`src/stok_pkg.sv`:
```
`default_nettype none
package stok_pkg;

  localparam int POS_BITS_DEF    = 16;
  localparam int QUEUE_DEPTH_DEF = 4;
  localparam int NUM_KW          = 13;

  // token kinds
  localparam logic [5:0] K_LPAREN     = 6'd0;
  localparam logic [5:0] K_RPAREN     = 6'd1;
  localparam logic [5:0] K_LBRACE     = 6'd2;
  localparam logic [5:0] K_RBRACE     = 6'd3;
  localparam logic [5:0] K_COMMA      = 6'd4;
  localparam logic [5:0] K_DOT        = 6'd5;
  localparam logic [5:0] K_MINUS      = 6'd6;
  localparam logic [5:0] K_PLUS       = 6'd7;
  localparam logic [5:0] K_SEMI       = 6'd8;
  localparam logic [5:0] K_SLASH      = 6'd9;
  localparam logic [5:0] K_STAR       = 6'd10;
  localparam logic [5:0] K_BANG       = 6'd11;
  localparam logic [5:0] K_EQUAL      = 6'd13;
  localparam logic [5:0] K_GREATER    = 6'd15;
  localparam logic [5:0] K_LESS       = 6'd17;
  localparam logic [5:0] K_IDENT      = 6'd19;
  localparam logic [5:0] K_STRING     = 6'd20;
  localparam logic [5:0] K_NUMBER     = 6'd21;
  localparam logic [5:0] K_KEYWORD0   = 6'd22;
  localparam logic [5:0] K_EOF        = 6'd35;
  localparam logic [5:0] K_ERR_CHAR   = 6'd36;
  localparam logic [5:0] K_ERR_STRING = 6'd37;

  typedef struct packed {
    logic [15:0] length;
    logic [15:0] start_pos;
    logic [5:0]  kind;
  } token_t;

  // tokens caused by one source byte
  typedef struct packed {
    logic   two;
    token_t t1;
    token_t t0;
  } bundle_t;

  typedef struct packed {
    logic full;
    logic valid;
  } queue_status_t;

  function automatic logic [15:0] sat16(input logic [31:0] v);
    sat16 = (v[31:16] != 16'd0) ? 16'hFFFF : v[15:0];
  endfunction

  function automatic logic [2:0] kw_len(input logic [3:0] i);
    case (i)
      4'd0:    kw_len = 3'd3;
      4'd1:    kw_len = 3'd2;
      4'd2:    kw_len = 3'd2;
      4'd3:    kw_len = 3'd4;
      4'd4:    kw_len = 3'd3;
      4'd5:    kw_len = 3'd5;
      4'd6:    kw_len = 3'd6;
      4'd7:    kw_len = 3'd4;
      4'd8:    kw_len = 3'd5;
      4'd9:    kw_len = 3'd3;
      4'd10:   kw_len = 3'd3;
      4'd11:   kw_len = 3'd3;
      4'd12:   kw_len = 3'd5;
      default: kw_len = 3'd0;
    endcase
  endfunction

  // character p of keyword i, words right-justified with first char highest
  function automatic logic [7:0] kw_char(input logic [3:0] i, input logic [2:0] p);
    logic [47:0] word;
    logic [2:0]  sh;
    case (i)
      4'd0:    word = 48'("and");
      4'd1:    word = 48'("or");
      4'd2:    word = 48'("if");
      4'd3:    word = 48'("else");
      4'd4:    word = 48'("for");
      4'd5:    word = 48'("while");
      4'd6:    word = 48'("return");
      4'd7:    word = 48'("true");
      4'd8:    word = 48'("false");
      4'd9:    word = 48'("fun");
      4'd10:   word = 48'("nil");
      4'd11:   word = 48'("var");
      4'd12:   word = 48'("print");
      default: word = 48'd0;
    endcase
    sh = kw_len(i) - 3'd1 - p;
    kw_char = word[{sh, 3'b000} +: 8];
  endfunction

  function automatic logic [NUM_KW-1:0] kw_update(input logic [NUM_KW-1:0] cand,
                                                  input logic [7:0] c,
                                                  input logic [2:0] idx);
    logic [NUM_KW-1:0] keep;
    keep = '0;
    for (int i = 0; i < NUM_KW; i++) begin
      keep[i] = cand[i] && (idx < kw_len(4'(i))) && (kw_char(4'(i), idx) == c);
    end
    kw_update = keep;
  endfunction

endpackage
`default_nettype wire

```
`src/stok_front.sv`:
```
`default_nettype none
module stok_front #(
  parameter int POS_BITS = stok_pkg::POS_BITS_DEF
) (
  input  wire                  clk,
  input  wire                  rst,
  input  wire                  in_valid,
  input  wire                  in_ready,
  input  wire [7:0]            ch,
  output logic                 push,
  output stok_pkg::bundle_t    bundle
);

  localparam logic [3:0] M_IDLE    = 4'd0;
  localparam logic [3:0] M_SLASH   = 4'd1;
  localparam logic [3:0] M_COMMENT = 4'd2;
  localparam logic [3:0] M_BANG    = 4'd3;
  localparam logic [3:0] M_EQUAL   = 4'd4;
  localparam logic [3:0] M_LESS    = 4'd5;
  localparam logic [3:0] M_GREATER = 4'd6;
  localparam logic [3:0] M_STRING  = 4'd7;
  localparam logic [3:0] M_INT     = 4'd8;
  localparam logic [3:0] M_FRAC    = 4'd9;
  localparam logic [3:0] M_IDENT   = 4'd10;

  localparam logic [7:0] CH_NUL    = 8'h00;
  localparam logic [7:0] CH_TAB    = 8'h09;
  localparam logic [7:0] CH_NL     = 8'h0A;
  localparam logic [7:0] CH_CR     = 8'h0D;
  localparam logic [7:0] CH_SPACE  = 8'h20;
  localparam logic [7:0] CH_BANG   = 8'h21;
  localparam logic [7:0] CH_QUOTE  = 8'h22;
  localparam logic [7:0] CH_LPAREN = 8'h28;
  localparam logic [7:0] CH_RPAREN = 8'h29;
  localparam logic [7:0] CH_STAR   = 8'h2A;
  localparam logic [7:0] CH_PLUS   = 8'h2B;
  localparam logic [7:0] CH_COMMA  = 8'h2C;
  localparam logic [7:0] CH_MINUS  = 8'h2D;
  localparam logic [7:0] CH_DOT    = 8'h2E;
  localparam logic [7:0] CH_SLASH  = 8'h2F;
  localparam logic [7:0] CH_ZERO   = 8'h30;
  localparam logic [7:0] CH_NINE   = 8'h39;
  localparam logic [7:0] CH_SEMI   = 8'h3B;
  localparam logic [7:0] CH_LESS   = 8'h3C;
  localparam logic [7:0] CH_EQUAL  = 8'h3D;
  localparam logic [7:0] CH_GREAT  = 8'h3E;
  localparam logic [7:0] CH_UPPER_A = 8'h41;
  localparam logic [7:0] CH_UPPER_Z = 8'h5A;
  localparam logic [7:0] CH_UNDER  = 8'h5F;
  localparam logic [7:0] CH_LOWER_A = 8'h61;
  localparam logic [7:0] CH_LOWER_Z = 8'h7A;
  localparam logic [7:0] CH_LBRACE = 8'h7B;
  localparam logic [7:0] CH_RBRACE = 8'h7D;

  localparam logic [POS_BITS-1:0] POS_MAX = {POS_BITS{1'b1}};
  localparam logic [POS_BITS-1:0] KW_IDX_LIMIT = POS_BITS'(6);

  logic [3:0]                   mode, mode_next;
  logic [POS_BITS-1:0]          position, position_next;
  logic [POS_BITS-1:0]          token_start, token_start_next;
  logic [stok_pkg::NUM_KW-1:0]  cand, cand_next;

  logic [POS_BITS-1:0] pos_inc, pend, span;
  logic                fire, again, is_eof, is_digit, is_alpha;
  logic                a_v, b_v;
  logic [5:0]          a_kind, b_kind, single, id_kind;
  logic [POS_BITS-1:0] a_len, b_len, b_start;
  stok_pkg::token_t    tok_a, tok_b;

  assign fire     = in_valid && in_ready;
  assign pos_inc  = (position == POS_MAX) ? position : position + 1'b1;
  assign pend     = position - token_start;
  assign span     = pos_inc - token_start;
  assign is_digit = (ch >= CH_ZERO) && (ch <= CH_NINE);
  assign is_alpha = ((ch >= CH_LOWER_A) && (ch <= CH_LOWER_Z)) ||
                    ((ch >= CH_UPPER_A) && (ch <= CH_UPPER_Z)) || (ch == CH_UNDER);

  // first matching keyword of the right length, else plain identifier
  always_comb begin
    id_kind = stok_pkg::K_IDENT;
    for (int i = stok_pkg::NUM_KW - 1; i >= 0; i--) begin
      if (cand[i] && (pend == POS_BITS'(stok_pkg::kw_len(4'(i))))) begin
        id_kind = 6'(stok_pkg::K_KEYWORD0 + 6'(i));
      end
    end
  end

  always_comb begin
    mode_next        = mode;
    token_start_next = token_start;
    cand_next        = cand;
    again            = 1'b1;
    is_eof           = 1'b0;
    a_v              = 1'b0;
    a_kind           = stok_pkg::K_IDENT;
    a_len            = pend;
    b_v              = 1'b0;
    b_kind           = stok_pkg::K_ERR_CHAR;
    b_len            = POS_BITS'(1);
    b_start          = position;
    single           = 6'd0;

    // finish or extend the pending token
    case (mode)
      M_SLASH: begin
        if (ch == CH_SLASH) begin
          mode_next = M_COMMENT;
          again     = 1'b0;
        end else begin
          a_v    = 1'b1;
          a_kind = stok_pkg::K_SLASH;
        end
      end
      M_BANG:    single = stok_pkg::K_BANG;
      M_EQUAL:   single = stok_pkg::K_EQUAL;
      M_LESS:    single = stok_pkg::K_LESS;
      M_GREATER: single = stok_pkg::K_GREATER;
      M_COMMENT: begin
        if (ch == CH_NL) mode_next = M_IDLE;
        if (ch != CH_NUL) again = 1'b0;
      end
      M_STRING: begin
        if (ch == CH_QUOTE) begin
          a_v       = 1'b1;
          a_kind    = stok_pkg::K_STRING;
          a_len     = span;
          mode_next = M_IDLE;
          again     = 1'b0;
        end else if (ch == CH_NUL) begin
          a_v    = 1'b1;
          a_kind = stok_pkg::K_ERR_STRING;
        end else begin
          again = 1'b0;
        end
      end
      M_INT: begin
        if (is_digit) begin
          again = 1'b0;
        end else if (ch == CH_DOT) begin
          mode_next = M_FRAC;
          again     = 1'b0;
        end else begin
          a_v    = 1'b1;
          a_kind = stok_pkg::K_NUMBER;
        end
      end
      M_FRAC: begin
        if (is_digit) begin
          again = 1'b0;
        end else begin
          a_v    = 1'b1;
          a_kind = stok_pkg::K_NUMBER;
        end
      end
      M_IDENT: begin
        if (is_alpha || is_digit) begin
          cand_next = (pend < KW_IDX_LIMIT) ?
                      stok_pkg::kw_update(cand, ch, pend[2:0]) : '0;
          again     = 1'b0;
        end else begin
          a_v    = 1'b1;
          a_kind = id_kind;
        end
      end
      default: ;
    endcase

    // operators that may take a trailing '='
    if (single != 6'd0) begin
      a_v = 1'b1;
      if (ch == CH_EQUAL) begin
        a_kind    = 6'(single + 6'd1);
        a_len     = span;
        mode_next = M_IDLE;
        again     = 1'b0;
      end else begin
        a_kind = single;
      end
    end

    // byte seen between tokens
    if (again) begin
      mode_next = M_IDLE;
      case (ch)
        CH_NUL: begin
          b_v    = 1'b1;
          b_kind = stok_pkg::K_EOF;
          b_len  = '0;
          is_eof = 1'b1;
        end
        CH_SPACE, CH_CR, CH_TAB, CH_NL: ;
        CH_LPAREN: begin b_v = 1'b1; b_kind = stok_pkg::K_LPAREN; end
        CH_RPAREN: begin b_v = 1'b1; b_kind = stok_pkg::K_RPAREN; end
        CH_LBRACE: begin b_v = 1'b1; b_kind = stok_pkg::K_LBRACE; end
        CH_RBRACE: begin b_v = 1'b1; b_kind = stok_pkg::K_RBRACE; end
        CH_COMMA:  begin b_v = 1'b1; b_kind = stok_pkg::K_COMMA;  end
        CH_DOT:    begin b_v = 1'b1; b_kind = stok_pkg::K_DOT;    end
        CH_MINUS:  begin b_v = 1'b1; b_kind = stok_pkg::K_MINUS;  end
        CH_PLUS:   begin b_v = 1'b1; b_kind = stok_pkg::K_PLUS;   end
        CH_SEMI:   begin b_v = 1'b1; b_kind = stok_pkg::K_SEMI;   end
        CH_STAR:   begin b_v = 1'b1; b_kind = stok_pkg::K_STAR;   end
        CH_SLASH:  begin token_start_next = position; mode_next = M_SLASH;   end
        CH_BANG:   begin token_start_next = position; mode_next = M_BANG;    end
        CH_EQUAL:  begin token_start_next = position; mode_next = M_EQUAL;   end
        CH_LESS:   begin token_start_next = position; mode_next = M_LESS;    end
        CH_GREAT:  begin token_start_next = position; mode_next = M_GREATER; end
        CH_QUOTE:  begin token_start_next = position; mode_next = M_STRING;  end
        default: begin
          if (is_digit) begin
            token_start_next = position;
            mode_next        = M_INT;
          end else if (is_alpha) begin
            token_start_next = position;
            mode_next        = M_IDENT;
            cand_next        = stok_pkg::kw_update('1, ch, 3'd0);
          end else begin
            b_v = 1'b1;
          end
        end
      endcase
    end

    position_next = pos_inc;
    if (is_eof) begin
      mode_next        = M_IDLE;
      position_next    = '0;
      token_start_next = '0;
      cand_next        = '0;
    end
  end

  always_comb begin
    tok_a.kind      = a_kind;
    tok_a.start_pos = stok_pkg::sat16(32'(token_start));
    tok_a.length    = stok_pkg::sat16(32'(a_len));
    tok_b.kind      = b_kind;
    tok_b.start_pos = stok_pkg::sat16(32'(b_start));
    tok_b.length    = stok_pkg::sat16(32'(b_len));
    bundle.two      = a_v && b_v;
    bundle.t0       = a_v ? tok_a : tok_b;
    bundle.t1       = tok_b;
  end

  assign push = fire && (a_v || b_v);

  always_ff @(posedge clk) begin
    if (rst) begin
      mode        <= M_IDLE;
      position    <= '0;
      token_start <= '0;
      cand        <= '0;
    end else if (fire) begin
      mode        <= mode_next;
      position    <= position_next;
      token_start <= token_start_next;
      cand        <= cand_next;
    end
  end

endmodule
`default_nettype wire

```
`src/stok_fifo.sv`:
```
`default_nettype none
module stok_fifo #(
  parameter int DEPTH = stok_pkg::QUEUE_DEPTH_DEF
) (
  input  wire                     clk,
  input  wire                     rst,
  input  wire                     push,
  input  stok_pkg::bundle_t       wr_data,
  input  wire                     pop,
  output stok_pkg::bundle_t       rd_data,
  output stok_pkg::queue_status_t status
);

  localparam int AW = (DEPTH > 1) ? $clog2(DEPTH) : 1;
  localparam int CW = $clog2(DEPTH + 1);

  stok_pkg::bundle_t mem [DEPTH];
  logic [AW-1:0]     head, tail;
  logic [CW-1:0]     count;
  logic              do_push, do_pop;

  assign status.valid = (count != '0);
  assign status.full  = (count == CW'(DEPTH));
  assign do_push      = push && !status.full;
  assign do_pop       = pop && status.valid;
  assign rd_data      = mem[head];

  always_ff @(posedge clk) begin
    if (do_push) mem[tail] <= wr_data;
  end

  always_ff @(posedge clk) begin
    if (rst) begin
      head  <= '0;
      tail  <= '0;
      count <= '0;
    end else begin
      if (do_push) tail <= (tail == AW'(DEPTH - 1)) ? '0 : tail + 1'b1;
      if (do_pop)  head <= (head == AW'(DEPTH - 1)) ? '0 : head + 1'b1;
      case ({do_push, do_pop})
        2'b10:   count <= count + 1'b1;
        2'b01:   count <= count - 1'b1;
        default: count <= count;
      endcase
    end
  end

endmodule
`default_nettype wire

```
`src/stok_back.sv`:
```
`default_nettype none
module stok_back (
  input  wire                     clk,
  input  wire                     rst,
  input  stok_pkg::bundle_t       q_data,
  input  stok_pkg::queue_status_t q_status,
  output logic                    q_pop,
  output logic                    out_valid,
  input  wire                     out_ready,
  output stok_pkg::token_t        out_token,
  output logic                    out_last
);

  stok_pkg::bundle_t held;
  logic              held_valid;
  logic              sel;
  logic              fire, done;

  assign out_valid = held_valid;
  assign out_token = sel ? held.t1 : held.t0;
  assign out_last  = !held.two || sel;
  assign fire      = out_valid && out_ready;
  assign done      = fire && out_last;
  assign q_pop     = q_status.valid && (!held_valid || done);

  always_ff @(posedge clk) begin
    if (q_pop) held <= q_data;
  end

  always_ff @(posedge clk) begin
    if (rst) begin
      held_valid <= 1'b0;
      sel        <= 1'b0;
    end else if (q_pop) begin
      held_valid <= 1'b1;
      sel        <= 1'b0;
    end else if (done) begin
      held_valid <= 1'b0;
      sel        <= 1'b0;
    end else if (fire) begin
      // second token of the pair follows
      sel <= 1'b1;
    end
  end

endmodule
`default_nettype wire

```
`src/script_token_scanner_core.sv`:
```
// path: a token caused by an accepted byte is written into the queue, then
//   loaded into the output register, from which it is offered on the output
// throughput: one source byte per cycle while the queue is not full; a byte
//   that ends one token and starts another yields two tokens, sent as two output transfers
// reset: synchronous, clears scanner state and position, empties the queue
`default_nettype none
module script_token_scanner_core #(
  parameter int POS_BITS    = stok_pkg::POS_BITS_DEF,
  parameter int QUEUE_DEPTH = stok_pkg::QUEUE_DEPTH_DEF
) (
  input  wire         clk,
  input  wire         rst,
  input  wire         s_tvalid,
  output logic        s_tready,
  input  wire  [7:0]  s_tdata,  // [7:0] ch
  output logic        m_tvalid,
  input  wire         m_tready,
  output logic [39:0] m_tdata,  // [5:0] kind, [21:6] start_pos, [37:22] length, zero pad
  output logic        m_tlast
);

  stok_pkg::bundle_t       f_bundle, q_data;
  stok_pkg::queue_status_t q_status;
  stok_pkg::token_t        tok;
  logic                    q_push, q_pop;

  assign s_tready = !q_status.full;

  stok_front #(
    .POS_BITS(POS_BITS)
  ) u_front (
    .clk      (clk),
    .rst      (rst),
    .in_valid (s_tvalid),
    .in_ready (s_tready),
    .ch       (s_tdata),
    .push     (q_push),
    .bundle   (f_bundle)
  );

  stok_fifo #(
    .DEPTH(QUEUE_DEPTH)
  ) u_fifo (
    .clk     (clk),
    .rst     (rst),
    .push    (q_push),
    .wr_data (f_bundle),
    .pop     (q_pop),
    .rd_data (q_data),
    .status  (q_status)
  );

  stok_back u_back (
    .clk       (clk),
    .rst       (rst),
    .q_data    (q_data),
    .q_status  (q_status),
    .q_pop     (q_pop),
    .out_valid (m_tvalid),
    .out_ready (m_tready),
    .out_token (tok),
    .out_last  (m_tlast)
  );

  assign m_tdata = {2'b00, tok.length, tok.start_pos, tok.kind};

  // end of source always produces at least the eof token
  a_eof_pushes: assert property (@(posedge clk) disable iff (rst)
    (s_tvalid && s_tready && (s_tdata == 8'd0)) |-> q_push)
    else $error("end of source produced no token");

  // the second token of a pair stays offered after the first
  a_pair_follows: assert property (@(posedge clk) disable iff (rst)
    (m_tvalid && m_tready && !m_tlast) |=> m_tvalid)
    else $error("second token of a pair lost");

  // a full queue is never empty
  a_full_valid: assert property (@(posedge clk) disable iff (rst)
    q_status.full |-> q_status.valid)
    else $error("queue status inconsistent");

endmodule
`default_nettype wire

```
`config.mk`:
```
export PLATFORM = sky130hd
export DESIGN_NAME = script_token_scanner_core
export DESIGN_NICKNAME = d
export VERILOG_FILES = /design/src/stok_pkg.sv /design/src/stok_front.sv /design/src/stok_fifo.sv /design/src/stok_back.sv /design/src/script_token_scanner_core.sv
export SDC_FILE = /design/constraint.sdc
export NUM_CORES = 1
export LEC_CHECK = 0
export BUFFER_PORTS_ARGS = -buffer_cell sky130_fd_sc_hd__buf_2
export CORE_MARGIN = 2
export CORE_UTILIZATION = 60
export DETAILED_ROUTE_END_ITERATION = 10
export GPL_TIMING_DRIVEN = 0
export PLACE_DENSITY = 0.84
export SLEW_MARGIN = 20
export SYNTH_ARGS = -nofsm -noshare
export SYNTH_HDL_FRONTEND = slang
export SYNTH_SLANG_ARGS = --single-unit
```
`constraint.sdc`:
```
create_clock -name clk -period 17.7 [get_ports clk]
set_input_delay 3.54 -clock clk [delete_from_list [all_inputs] [get_ports clk]]
set_output_delay 3.54 -clock clk [all_outputs]
set_load 0.01 [all_outputs]
```
### Yosys cells after proc, flatten, opt, wreduce, memory -nomap -nowiden

Memories as Yosys holds them, arrays and structs flattened. A register that Yosys moved wholly into a read port is not among the register bits.
Cells that the tools add are included.

* RAM bits: 308
* memories kept: 1
* flip-flop bits (word level): 58

* magnitude comparators: 17
* reduce and logical (&&, ||, !) cells: 87
* multiplexer cells: 196
* add/subtract/negate cells: 23
* shift operators: 26
* equal/unequal tests: 69

Memory list
* u_fifo.mem: words 4, width 77, read ports 1, clocked after Yosys merged registers in 1, write ports 1, line stok_fifo.sv:17 `stok_pkg::bundle_t mem [DEPTH];`

Operator list (number)
* 48-bit two-way mux: 78
* 48-bit by 7-bit variable part select with 8-bit output: 26
* 8-bit equality test: 26
* 16-bit two-way mux: 11
* 8-bit by 6-bit equality test with 1-bit output (second input constant): 15
* 6-bit two-way mux: 20
* 13-bit two-way mux: 8
* 3-bit two-way mux: 32
* 38-bit two-way mux: 2
* 6-bit case mux with 11 select lines: 1
* 1-bit logical AND: 63
* 16-bit by 3-bit equality test with 1-bit output (second input constant): 3
* 4-bit two-way mux: 11
* 3-bit by 1-bit subtractor with 3-bit output (second input constant): 11
* 16-bit by 2-bit equality test with 1-bit output (second input constant): 2
* 16-bit case mux with 2 select lines: 1
* 16-bit subtractor: 2
* 6-bit case mux with 5 select lines: 1
* 4-bit case mux with 7 select lines: 1
* 8-bit by 4-bit equality test with 1-bit output (second input constant): 3
* 8-bit by 7-bit equality test with 1-bit output (second input constant): 3
* 1-bit two-way mux: 21
* 21-bit OR reduction: 1
* 5-bit case mux with 4 select lines: 1
* 42 further kinds: 75

### Logic depth before layout (Yosys ltp)

Gate-level depths: netlist of the first run.

* word-level depth: 20
* depth in mapped cells: 17
* depth with buffers taken out: 16

### Cells and area by module

A second synthesis of the first run with hierarchy kept.

* cell total of the unflattened synthesis: 1657
* area, all modules: 21834.7 um2

Modules (own cells, without submodules)
* stok_fifo: area an instance 11622.4 um2, cells each 457, times used 1
* stok_front: area an instance 7280.7 um2, cells each 1065, times used 1
* stok_back: area an instance 2909.0 um2, cells each 131, times used 1
* script_token_scanner_core: area an instance 22.5 um2, cells each 4, times used 1

### Worst setup path before layout of the first run

OpenSTA, ideal clock, no wires.

* kind: input -> register
* start: input port m_tready
* end: register u_fifo.count[2]
* library setup time: 0.071 ns
* slack: 9.233 ns
* data required time: 17.629 ns
* data arrival time: 8.396 ns
* path buffers: 0
* cell stages on the path: 8
* path through: nand2_1 > a21oi_1 > ha_1 > inv_1 > fa_1 > xor2_1 > or3_1 > a21oi_1

* word-level cells in the longest chain between the ends: 7

Ends and longest elaborated chain
* from (decl): line script_token_scanner_core.sv:17 `input wire m_tready,`
* 1-bit logical AND *: line stok_back.sv:22 `assign fire = out_valid && out_ready;`
* 1-bit logical AND *: line stok_back.sv:23 `assign done = fire && out_last;`
* 1-bit logical OR *: line stok_back.sv:24 `assign q_pop = q_status.valid && (!held_valid || done);`
* 1-bit logical AND *: line stok_back.sv:24
* named net q_pop: line script_token_scanner_core.sv:25 `logic q_push, q_pop;`
* 1-bit logical AND *: line stok_fifo.sv:25 `assign do_pop = pop && status.valid;`
* 2-bit by 1-bit equality test with 1-bit output / 2-bit equality test (equally long branches): line stok_fifo.sv:40 `case ({do_push, do_pop})`
* 3-bit case mux with 2 select lines / 2-bit nonzero test (equally long branches)
* to (signal assigned): line stok_fifo.sv:41 `2'b10: count <= count + 1'b1;`
* to (signal assigned): line stok_fifo.sv:42 `2'b01: count <= count - 1'b1;`
* to (signal assigned): line stok_fifo.sv:43 `default: count <= count;`
* to (decl): line stok_fifo.sv:19 `logic [CW-1:0] count;`

The timed path passes the listed nets; every way through them passes the cells marked *.
A chain may end at the register's enable or synchronous reset.

### Final worst setup path of the first run

* start: input port s_tdata[1]
* end: register u_fifo.count[2]

* word-level cells in the longest chain between the ends: 15

Ends and longest elaborated chain
* from (decl): line script_token_scanner_core.sv:15 `input wire [7:0] s_tdata,`
* 8-bit by 7-bit >= comparator with 1-bit output, or another cell as far along: line stok_front.sv:75 `assign is_alpha = ((ch >= CH_LOWER_A) && (ch <= CH_LOWER_Z)) ||`
* 1-bit logical AND, on equally long branches: line stok_front.sv:75, stok_front.sv:76
* 1-bit logical OR: line stok_front.sv:75
* 1-bit logical OR: line stok_front.sv:76 `((ch >= CH_UPPER_A) && (ch <= CH_UPPER_Z)) || (ch == CH_UNDER);`
* 1-bit logical OR: line stok_front.sv:156 `if (is_alpha || is_digit) begin`
* 1-bit two-way mux: line stok_front.sv:156
* 1-bit case mux with 6 select lines: line stok_front.sv:104 `case (mode)`
* 1-bit two-way mux: line stok_front.sv:171 `if (ch == CH_EQUAL) begin`
* 1-bit two-way mux: line stok_front.sv:169 `if (single != 6'd0) begin`
* 1-bit two-way mux: line stok_front.sv:182 `if (again) begin`
* 1-bit logical OR *: line stok_front.sv:244 `assign push = fire && (a_v || b_v);`
* 1-bit logical AND *: line stok_front.sv:244
* 1-bit logical AND *: line stok_fifo.sv:24 `assign do_push = push && !status.full;`
* 2-bit by 1-bit equality test with 1-bit output / 2-bit equality test (equally long branches): line stok_fifo.sv:40
* 3-bit case mux with 2 select lines / 2-bit nonzero test (equally long branches)

Mark *: on every way between the ends. The rest lies on a longest branch, timed or not.

==> results of run 1 <==
## worst min path at each step
stage	slack (ps)	endpoint	startpoint
after floorplan	430	u_front.token_start[8]	u_front.token_start[8]
after global placement	440	u_front.token_start[2]	u_front.token_start[2]
after detailed placement	440	u_front.token_start[8]	u_front.token_start[8]
after CTS	460	u_front.token_start[3]	u_front.token_start[3]
after global routing	480	u_front.token_start[3]	u_front.token_start[3]
final	460	u_front.token_start[3]	u_front.token_start[3]
## routing by layer
layer / GRT usage, % / part of all wire (%) / up-vias / routed length (um)
li1: - / - / 6061 / -
met1: 44.3 / 41 / 6645 / 20600
met2: 53.1 / 48 / 810 / 24200
met3: 4.62 / 8.3 / 124 / 4200
met4: 10.5 / 3.1 / 0 / 1580
met5: 0 / 0 / - / 0
## layout make-up
cell class | count | area [um^2] | area share [%]
clock inverter | 15 | 174 | 0.845
multi-input combinational | 1038 | 7570 | 36.8
buffer | 101 | 405 | 1.97
tap | 396 | 495 | 2.41
inverter | 51 | 191 | 0.930
clock buffer | 49 | 1000 | 4.86
timing repair buffer | 57 | 427 | 2.07
sequential | 363 | 10300 | 50.1
## worst max-delay path, stage by stage
cell	delay, ps
sky130_fd_sc_hd__buf_2	130
sky130_fd_sc_hd__buf_1	380
sky130_fd_sc_hd__o21ai_0	170
sky130_fd_sc_hd__a31oi_1	780
sky130_fd_sc_hd__nor2_1	330
sky130_fd_sc_hd__nor3b_1	730
sky130_fd_sc_hd__and2_1	320
sky130_fd_sc_hd__a21oi_1	250
sky130_fd_sc_hd__inv_1	110
sky130_fd_sc_hd__ha_1	180
sky130_fd_sc_hd__inv_1	70
sky130_fd_sc_hd__fa_1	430
sky130_fd_sc_hd__xor2_1	150
sky130_fd_sc_hd__or3_1	300
sky130_fd_sc_hd__a21oi_1	140
## logic make-up after synthesis
| family | after synthesis |
|---|---|
| other | 1 |
| AOI/OAI and AO/OA | 332 |
| xor gates and xnor gates | 66 |
| adders and majority gates | 57 |
| buffers and inverters | 152 |
| muxes | 91 |
| DFF | 363 |
| and+or+nand+nor | 490 |
## per-stage QoR
stage | utilization (%) | instances
floorplan | - | 1553
global placement | 63.0 | 1998
detailed placement | 63.7 | 2006
CTS | 67.6 | 2070
global route | 67.6 | 2070
finish | 67.6 | 2070
## flip-flops by register name, summed over array words and instances (netlist names)
name and cells:
u_front.mode 4, u_back.sel 1, u_fifo.tail 2, u_back.out_valid 1
u_front.b_start 16, u_fifo.head 2, u_front.cand 13, u_front.token_start 16
u_back.held 61, u_fifo.mem 244, u_fifo.count 3
## power by group through the flow
stage,logic [mW],registers (mW),clock network [mW]
6_report,0.752,1.15,0.763
5_1_grt,0.812,1.16,0.801
4_1_cts,0.753,1.15,0.767
3_5_place_dp,0.744,1.16,0
3_3_place_gp,0.675,1.18,0
2_1_floorplan,0.478,1.16,0
## cells in the mapped netlist, drive strengths merged (6+ instances only)
master	instances	area share (%)
xnor2	42	2.0
o211ai	8	0.33
xor2	24	1.1
and3	17	0.58
buf	31	0.76
a32oi	7	0.33
and4	6	0.28
a211oi	12	0.49
a21o	8	0.33
nor4	10	0.37
dfxtp	58	6.3
nor2b	32	1.1
ha	54	3.7
a21oi	105	2.8
nand2	125	2.5
and2	17	0.58
nand2b	11	0.37
a22oi	16	0.65
clkbuf	70	1.4
o21ai	87	2.4
o21a	6	0.24
nand4	13	0.44
inv	50	1.0
edfxtp	305	50
o22ai	9	0.31
mux4	61	7.5
nor3	29	0.79
nor2	117	2.4
a31oi	16	0.54
or3	15	0.52
nor4b	10	0.54
mux2	22	1.3
nand3	67	1.8
mux2i	8	0.43
## cell usage in the layout, fill, tap and decap left out, types with 14 or more instances in the layout
cell,netlist,routed
sky130_fd_sc_hd__a21oi_1,105,104
sky130_fd_sc_hd__a22oi_1,16,16
sky130_fd_sc_hd__a31oi_1,16,16
sky130_fd_sc_hd__and3_1,16,16
sky130_fd_sc_hd__buf_1,18,17
sky130_fd_sc_hd__buf_2,10,60
sky130_fd_sc_hd__clkbuf_1,70,79
sky130_fd_sc_hd__clkbuf_16,0,37
sky130_fd_sc_hd__dfxtp_1,58,58
sky130_fd_sc_hd__edfxtp_1,305,305
sky130_fd_sc_hd__ha_1,54,54
sky130_fd_sc_hd__inv_1,49,49
sky130_fd_sc_hd__mux2_2,22,22
sky130_fd_sc_hd__mux4_2,61,61
sky130_fd_sc_hd__nand2_1,125,125
sky130_fd_sc_hd__nand3_1,67,67
sky130_fd_sc_hd__nor2_1,117,117
sky130_fd_sc_hd__nor2b_1,32,32
sky130_fd_sc_hd__nor3_1,29,29
sky130_fd_sc_hd__o21ai_0,86,86
sky130_fd_sc_hd__or3_1,14,14
sky130_fd_sc_hd__xnor2_1,42,41
sky130_fd_sc_hd__xor2_1,24,24
==> impl_metrics.ini, run 1 <==
[routing]
detail_route.first_pass.iterations = 8
antenna_violating_nets_post_route = 0
detail_route.wirelength_mm = 50.6
vias = 13600
post-route-drc-count = 0
drt-wirelength-per-cell_um = 24.4
vias_per_cell = 6.59
first_iter_violations = 1849

[global_routing]
grt_pass1_wl_mm = 77.8
grt.overflow.total = 0
gr-usage-all-layers_pct = 32.2
grt_start_max_net_pins = 48
grt_pass1_vias = 13300
antenna_found_initial = 0

[clocking]
clock_tree_from_tritoncts = done
clk-insertion-delay-late_ps = 530
resized_after_cts = 0
post_cts.repair.setup_buffers = 0
cts-root-to-sink-buffers = 3
root_buffer = sky130_fd_sc_hd__clkbuf_16
cts.htree.levels = 2
cts_num_sinks = 363
cts_buf_count = 37
cts-hold-fix-buffers = 0
clkTransAtPathRegs_ps = 60

[synthesis]
synth_ff_type = sky130_fd_sc_hd__edfxtp_1
synth-edff-count = 305
synth.lib_cells_used.distinct = 78
synth.mux.area_fraction_pct = 9.23
yosys_warn_count = 0
synth.cell_area_um2 = 18400
synth_top_family_by_area = simple AND/OR/NAND/NOR gates
postSynthRegisterBits = 363
syn_avg_cell_area_um2 = 11.9
async_reset_ff_share_pct = 0
synth-seq-area-share_pct = 56.0
synth-simple-area-share_pct = 13.2
synth_fa_ha_area_share_pct = 3.99
xor_and_xnor_area_share_after_synthesis_pct = 3.13
synthesized_area_fraction_occupied_by_ao_oa_aoi_and_oai_cells_pct = 11.2
netlist_instances = 1552

[timing]
timing.final.setup_violations = 0
worst_slew_margin_rel_pct = 26.4
layout_worst_path_cycle_share_pct = 42.7
hold_viol = 0
holdWs_ps = 458
final.min_clock_period_ps = 7570
fmax_mhz = 132
grt_setup_unrepaired = no
final_max_slew_viol_count = 0
final.setup_skew_ps = 13.1
worst_slack_ps = 10130
worst_slew_pin_slew_ps = 1100
fin_setup_tns_ps = 0

[final_layout]
share_of_post_route_cells_with_drive_strength_above_1_pct = 13.4
syn_to_final_growth_pct = 11.6
final_design_area_no_fill_um2 = 20600
nets = 1718
inserted_diodes = 0
fill_cells = 2163

[floorplan]
placementRows = 64
initial_utilization_pct = 60.6
die_area_um2 = 32200
fp.coreArea_um2 = 30400
vertical_extent_of_the_die_um = 179
die-width_um = 179
io_pins = 55

[critical_path]
start_kind = input port
cp-startpoint = s_tdata[1]
r2r_slack_ps = 12360
timing.critical_path.to = u_fifo.count[2]
cp.arrival_ps = 8020
timing.setup.critical_path_class = in2reg
worst_ep_required_time_ps = 18150
timing.rr.end = u_front.cand[11]
reg2regPathDepth = 18
critical_path_peak_fanout = 10
crit_path_end_kind = flip-flop
worstReg2RegStart = u_front.b_start[0]

[worst_hold_path]
type_of_the_worst_min_delay_path = reg2reg
worst_hold_path.num_cells = 2

[job]
max_cap_viol_count = 0

[power_and_ir_drop]
power.ir.vdd_worst_mv = 0.108
net-switching-power_mw = 0.809
finalPower_mw = 2.66
pwr_density_cell_nw_per_um2 = 129
cellLeakagePower_nw = 7.01
seq_power_share_pct = 43.1
swShare_pct = 30.4
power.internal_mw = 1.85
clk_pwr_share_pct = 28.7
power.share.combinational_pct = 28.3

[placement]
port_buffers = 49
placed_area_um2 = 19400
finalWeightedCongestion = 1.00
place_worst_setup_slack_ps = 9780
dp_hpwl_mm = 35.4

[status]
outcome = completed
(Power assumes the default switching activity.)
==> inputs of run 2 (changes only) <==
ABC_AREA = 1   (was unset)
CORE_UTILIZATION = 57   (was 60)
clock period = 6.8 ns   (was 17.7 ns; I/O delays follow)
==> run 2 against run 1 <==
  * Total power grew to 2.9 times the previous value
  * Cell count is 28% higher
  * Die area is 6.6% higher
  * First-iteration DRC count is 1.7% lower
  * Clock power is 140% higher
  * Critical path depth is 10 higher
  * Sequential share of layout area is 0.51 points lower
  * Utilization is 3.6 points lower
==> impl_metrics.ini, run 2 <==
[status]
outcome = completed

[critical_path]
critical_path_peak_fanout = 11
timing.setup.critical_path_class = reg2reg
worst_ep_required_time_ps = 7050
cp.arrival_ps = 5760
start_kind = flip-flop
crit_path_end_kind = flip-flop

[global_routing]
gr-usage-all-layers_pct = 32.0
grt_pass1_wl_mm = 83.8
antenna_found_initial = 1
grt_start_max_net_pins = 47
grt_pass1_vias = 15400
grt.overflow.total = 0

[synthesis]
synth-seq-area-share_pct = 55.2
synth.lib_cells_used.distinct = 57
yosys_warn_count = 0
synth-edff-count = 305
synth.top_cell.area_share_pct = 49.0
async_reset_ff_share_pct = 0
synth_top_area_cell = sky130_fd_sc_hd__edfxtp_1
synth.cell_area_um2 = 18700
synth_ff_type = sky130_fd_sc_hd__edfxtp_1
synth_top_cells_by_count = sky130_fd_sc_hd__nand2_1 (445), sky130_fd_sc_hd__edfxtp_1 (305), sky130_fd_sc_hd__nor2_1 (264), sky130_fd_sc_hd__inv_1 (212), sky130_fd_sc_hd__o21ai_0 (193)
netlist_instances = 2081
post-synth-top-count-cell = sky130_fd_sc_hd__nand2_1
synth_area_leaders = sky130_fd_sc_hd__edfxtp_1 (49%), sky130_fd_sc_hd__nand2_1 (8.9%), sky130_fd_sc_hd__dfxtp_1 (6.2%), sky130_fd_sc_hd__nor2_1 (5.3%), sky130_fd_sc_hd__o21ai_0 (5.2%)
postSynthRegisterBits = 363
syn_avg_cell_area_um2 = 8.99

[clocking]
clock_tree_from_tritoncts = done
root_buffer = sky130_fd_sc_hd__clkbuf_16
clk-insertion-delay-late_ps = 530
post_cts.repair.setup_buffers = 0
cts_num_sinks = 363
cts-root-to-sink-buffers = 3
cts.htree.levels = 2
resized_after_cts = 0
clkTransAtPathRegs_ps = 70
cts-hold-fix-buffers = 0
cts_buf_count = 34

[final_layout]
finish.cell_count_without_fillers = 2640
share_of_post_route_cells_with_drive_strength_above_1_pct = 7.28
finalCoreUtilization_pct = 64.1
final_common_cell = sky130_fd_sc_hd__nand2_1
nets = 2244
layout.cells.most_common_list = sky130_fd_sc_hd__nand2_1 (445), sky130_fd_sc_hd__edfxtp_1 (305), sky130_fd_sc_hd__nor2_1 (260)
final_design_area_no_fill_um2 = 20800
max_flop_register = u_fifo.mem
inserted_diodes = 0
syn_to_final_growth_pct = 11.2
reg_top3 = u_fifo.mem: 244 flops, u_back.held: 61 flops
fill_cells = 2538
largest_reg_flops = 244

[routing]
detail_route.wirelength_mm = 54.1
vias_per_cell = 6.00
vias = 15800
post-route-drc-count = 0
first_iter_violations = 1817
detail_route.first_pass.iterations = 6
drt-wirelength-per-cell_um = 20.5
antenna_violating_nets_post_route = 0

[placement]
port_buffers = 48
placed_area_um2 = 19700
placedCellCount = 2581
dp_hpwl_mm = 39.1
finalWeightedCongestion = 1.00
place_worst_setup_slack_ps = 1520

[timing]
hold_viol = 0
final_max_slew_viol_count = 0
final.min_clock_period_ps = 5510
fmax_mhz = 181
worst_slew_pin_slew_ps = 1030
holdWs_ps = 465
layout_worst_path_cycle_share_pct = 81.0
fin_setup_tns_ps = 0
grt_setup_unrepaired = no
timing.final.setup_violations = 0
final.setup_skew_ps = 25.3
worst_slew_margin_rel_pct = 30.7
worst_slack_ps = 1290

[floorplan]
vertical_extent_of_the_die_um = 185
fp.coreArea_um2 = 32500
io_pins = 55
initial_utilization_pct = 57.6
die_area_um2 = 34300
die-width_um = 185
placementRows = 66

[power_and_ir_drop]
power.ir.vdd_worst_mv = 0.215
cellLeakagePower_nw = 8.02
finalPower_mw = 7.73
pwr_density_cell_nw_per_um2 = 372

[worst_hold_path]
type_of_the_worst_min_delay_path = reg2reg

[job]
max_cap_viol_count = 0
==> run 2: cell count changes in the layout (fill, tap and decap cells not counted), moves of 14 or more <==
cell	change
sky130_fd_sc_hd__nand2_1	+320
sky130_fd_sc_hd__inv_1	+162
sky130_fd_sc_hd__nor2_1	+143
sky130_fd_sc_hd__o21ai_0	+107
sky130_fd_sc_hd__mux4_2	-61
sky130_fd_sc_hd__o22ai_1	+60
sky130_fd_sc_hd__nor2b_1	-32
sky130_fd_sc_hd__xnor2_1	-29
sky130_fd_sc_hd__mux2_2	-22
sky130_fd_sc_hd__a22oi_1	-16
sky130_fd_sc_hd__a31oi_1	-15
sky130_fd_sc_hd__and3_1	-14
sky130_fd_sc_hd__or3_1	-14
==> run 2: path summary, 6_finish.rpt <==
| path | start | endpoint | slack, ps | cells after the start |
|---|---|---|---|---|
| max | u_front.b_start[1] | u_fifo.mem[1][36] | 1290 | 25 |
| min reg2reg | u_front.token_start[11] | u_front.token_start[11] | 460 | 2 |
| min | u_front.token_start[11] | u_front.token_start[11] | 460 | 2 |
| max reg2reg | u_front.b_start[1] | u_fifo.mem[1][36] | 1290 | 25 |
==> run 2: cell type report <==
class	instances	area (um^2)	share of cell area, %
plain buffers	90	399	1.92
well taps	442	553	2.66
repair buffers	57	450	2.17
inverters	225	853	4.10
flip-flops and latches	363	10300	49.6
clock buffers	46	917	4.41
clock inverters	13	130	0.626
multi-input cells	1404	7170	34.5
==> run 2: critical path, cell delays in order (launching register included) <==
cell and delay [ps]:
sky130_fd_sc_hd__dfxtp_1 660, sky130_fd_sc_hd__ha_1 240, sky130_fd_sc_hd__inv_1 60, sky130_fd_sc_hd__nor2_1 180, sky130_fd_sc_hd__nand3_1 160, sky130_fd_sc_hd__nor3_2 230
sky130_fd_sc_hd__inv_1 130, sky130_fd_sc_hd__nor2_1 180, sky130_fd_sc_hd__nand2_1 120, sky130_fd_sc_hd__nor3_2 410, sky130_fd_sc_hd__nor4_1 140, sky130_fd_sc_hd__xor2_1 190
sky130_fd_sc_hd__ha_1 390, sky130_fd_sc_hd__a21o_1 200, sky130_fd_sc_hd__a31oi_1 280, sky130_fd_sc_hd__o21ai_0 220, sky130_fd_sc_hd__a21o_1 200, sky130_fd_sc_hd__nand2_1 50
sky130_fd_sc_hd__nand2_1 90, sky130_fd_sc_hd__a21oi_1 160, sky130_fd_sc_hd__o21bai_1 110, sky130_fd_sc_hd__nand2_1 90, sky130_fd_sc_hd__nand2_1 60, sky130_fd_sc_hd__a21oi_1 180
sky130_fd_sc_hd__xor2_1 110, sky130_fd_sc_hd__a21oi_1 400
==> run 2: power breakdown <==
part           internal, mW  total [mW]  switching, mW
Sequential             3.04        3.20          0.161
Clock                  1.03        1.83          0.806
Combinational         0.772        2.69           1.92
==> run 2: routing by layer <==
layer / GRT usage, % / up-vias / part of all wire, %
met1: 40.9 / 7444 / 38
met2: 53.1 / 945 / 47
li1: - / 7285 / -
met4: 15.5 / 2 / 4.7
met3: 5.33 / 163 / 10
met5: 0 / - / 0.022
==> run 2: cell families after synthesis <==
logic type                 after synthesis  synth area share [%]
adders and majority gates               57                  3.93
AOI/OAI and AO/OA                      430                  12.8
DFF                                    363                  55.2
and+or+nand+nor                        871                  19.3
other                                    1                0.0200
xor gates and xnor gates                44                  2.06
buffers and inverters                  315                  6.68
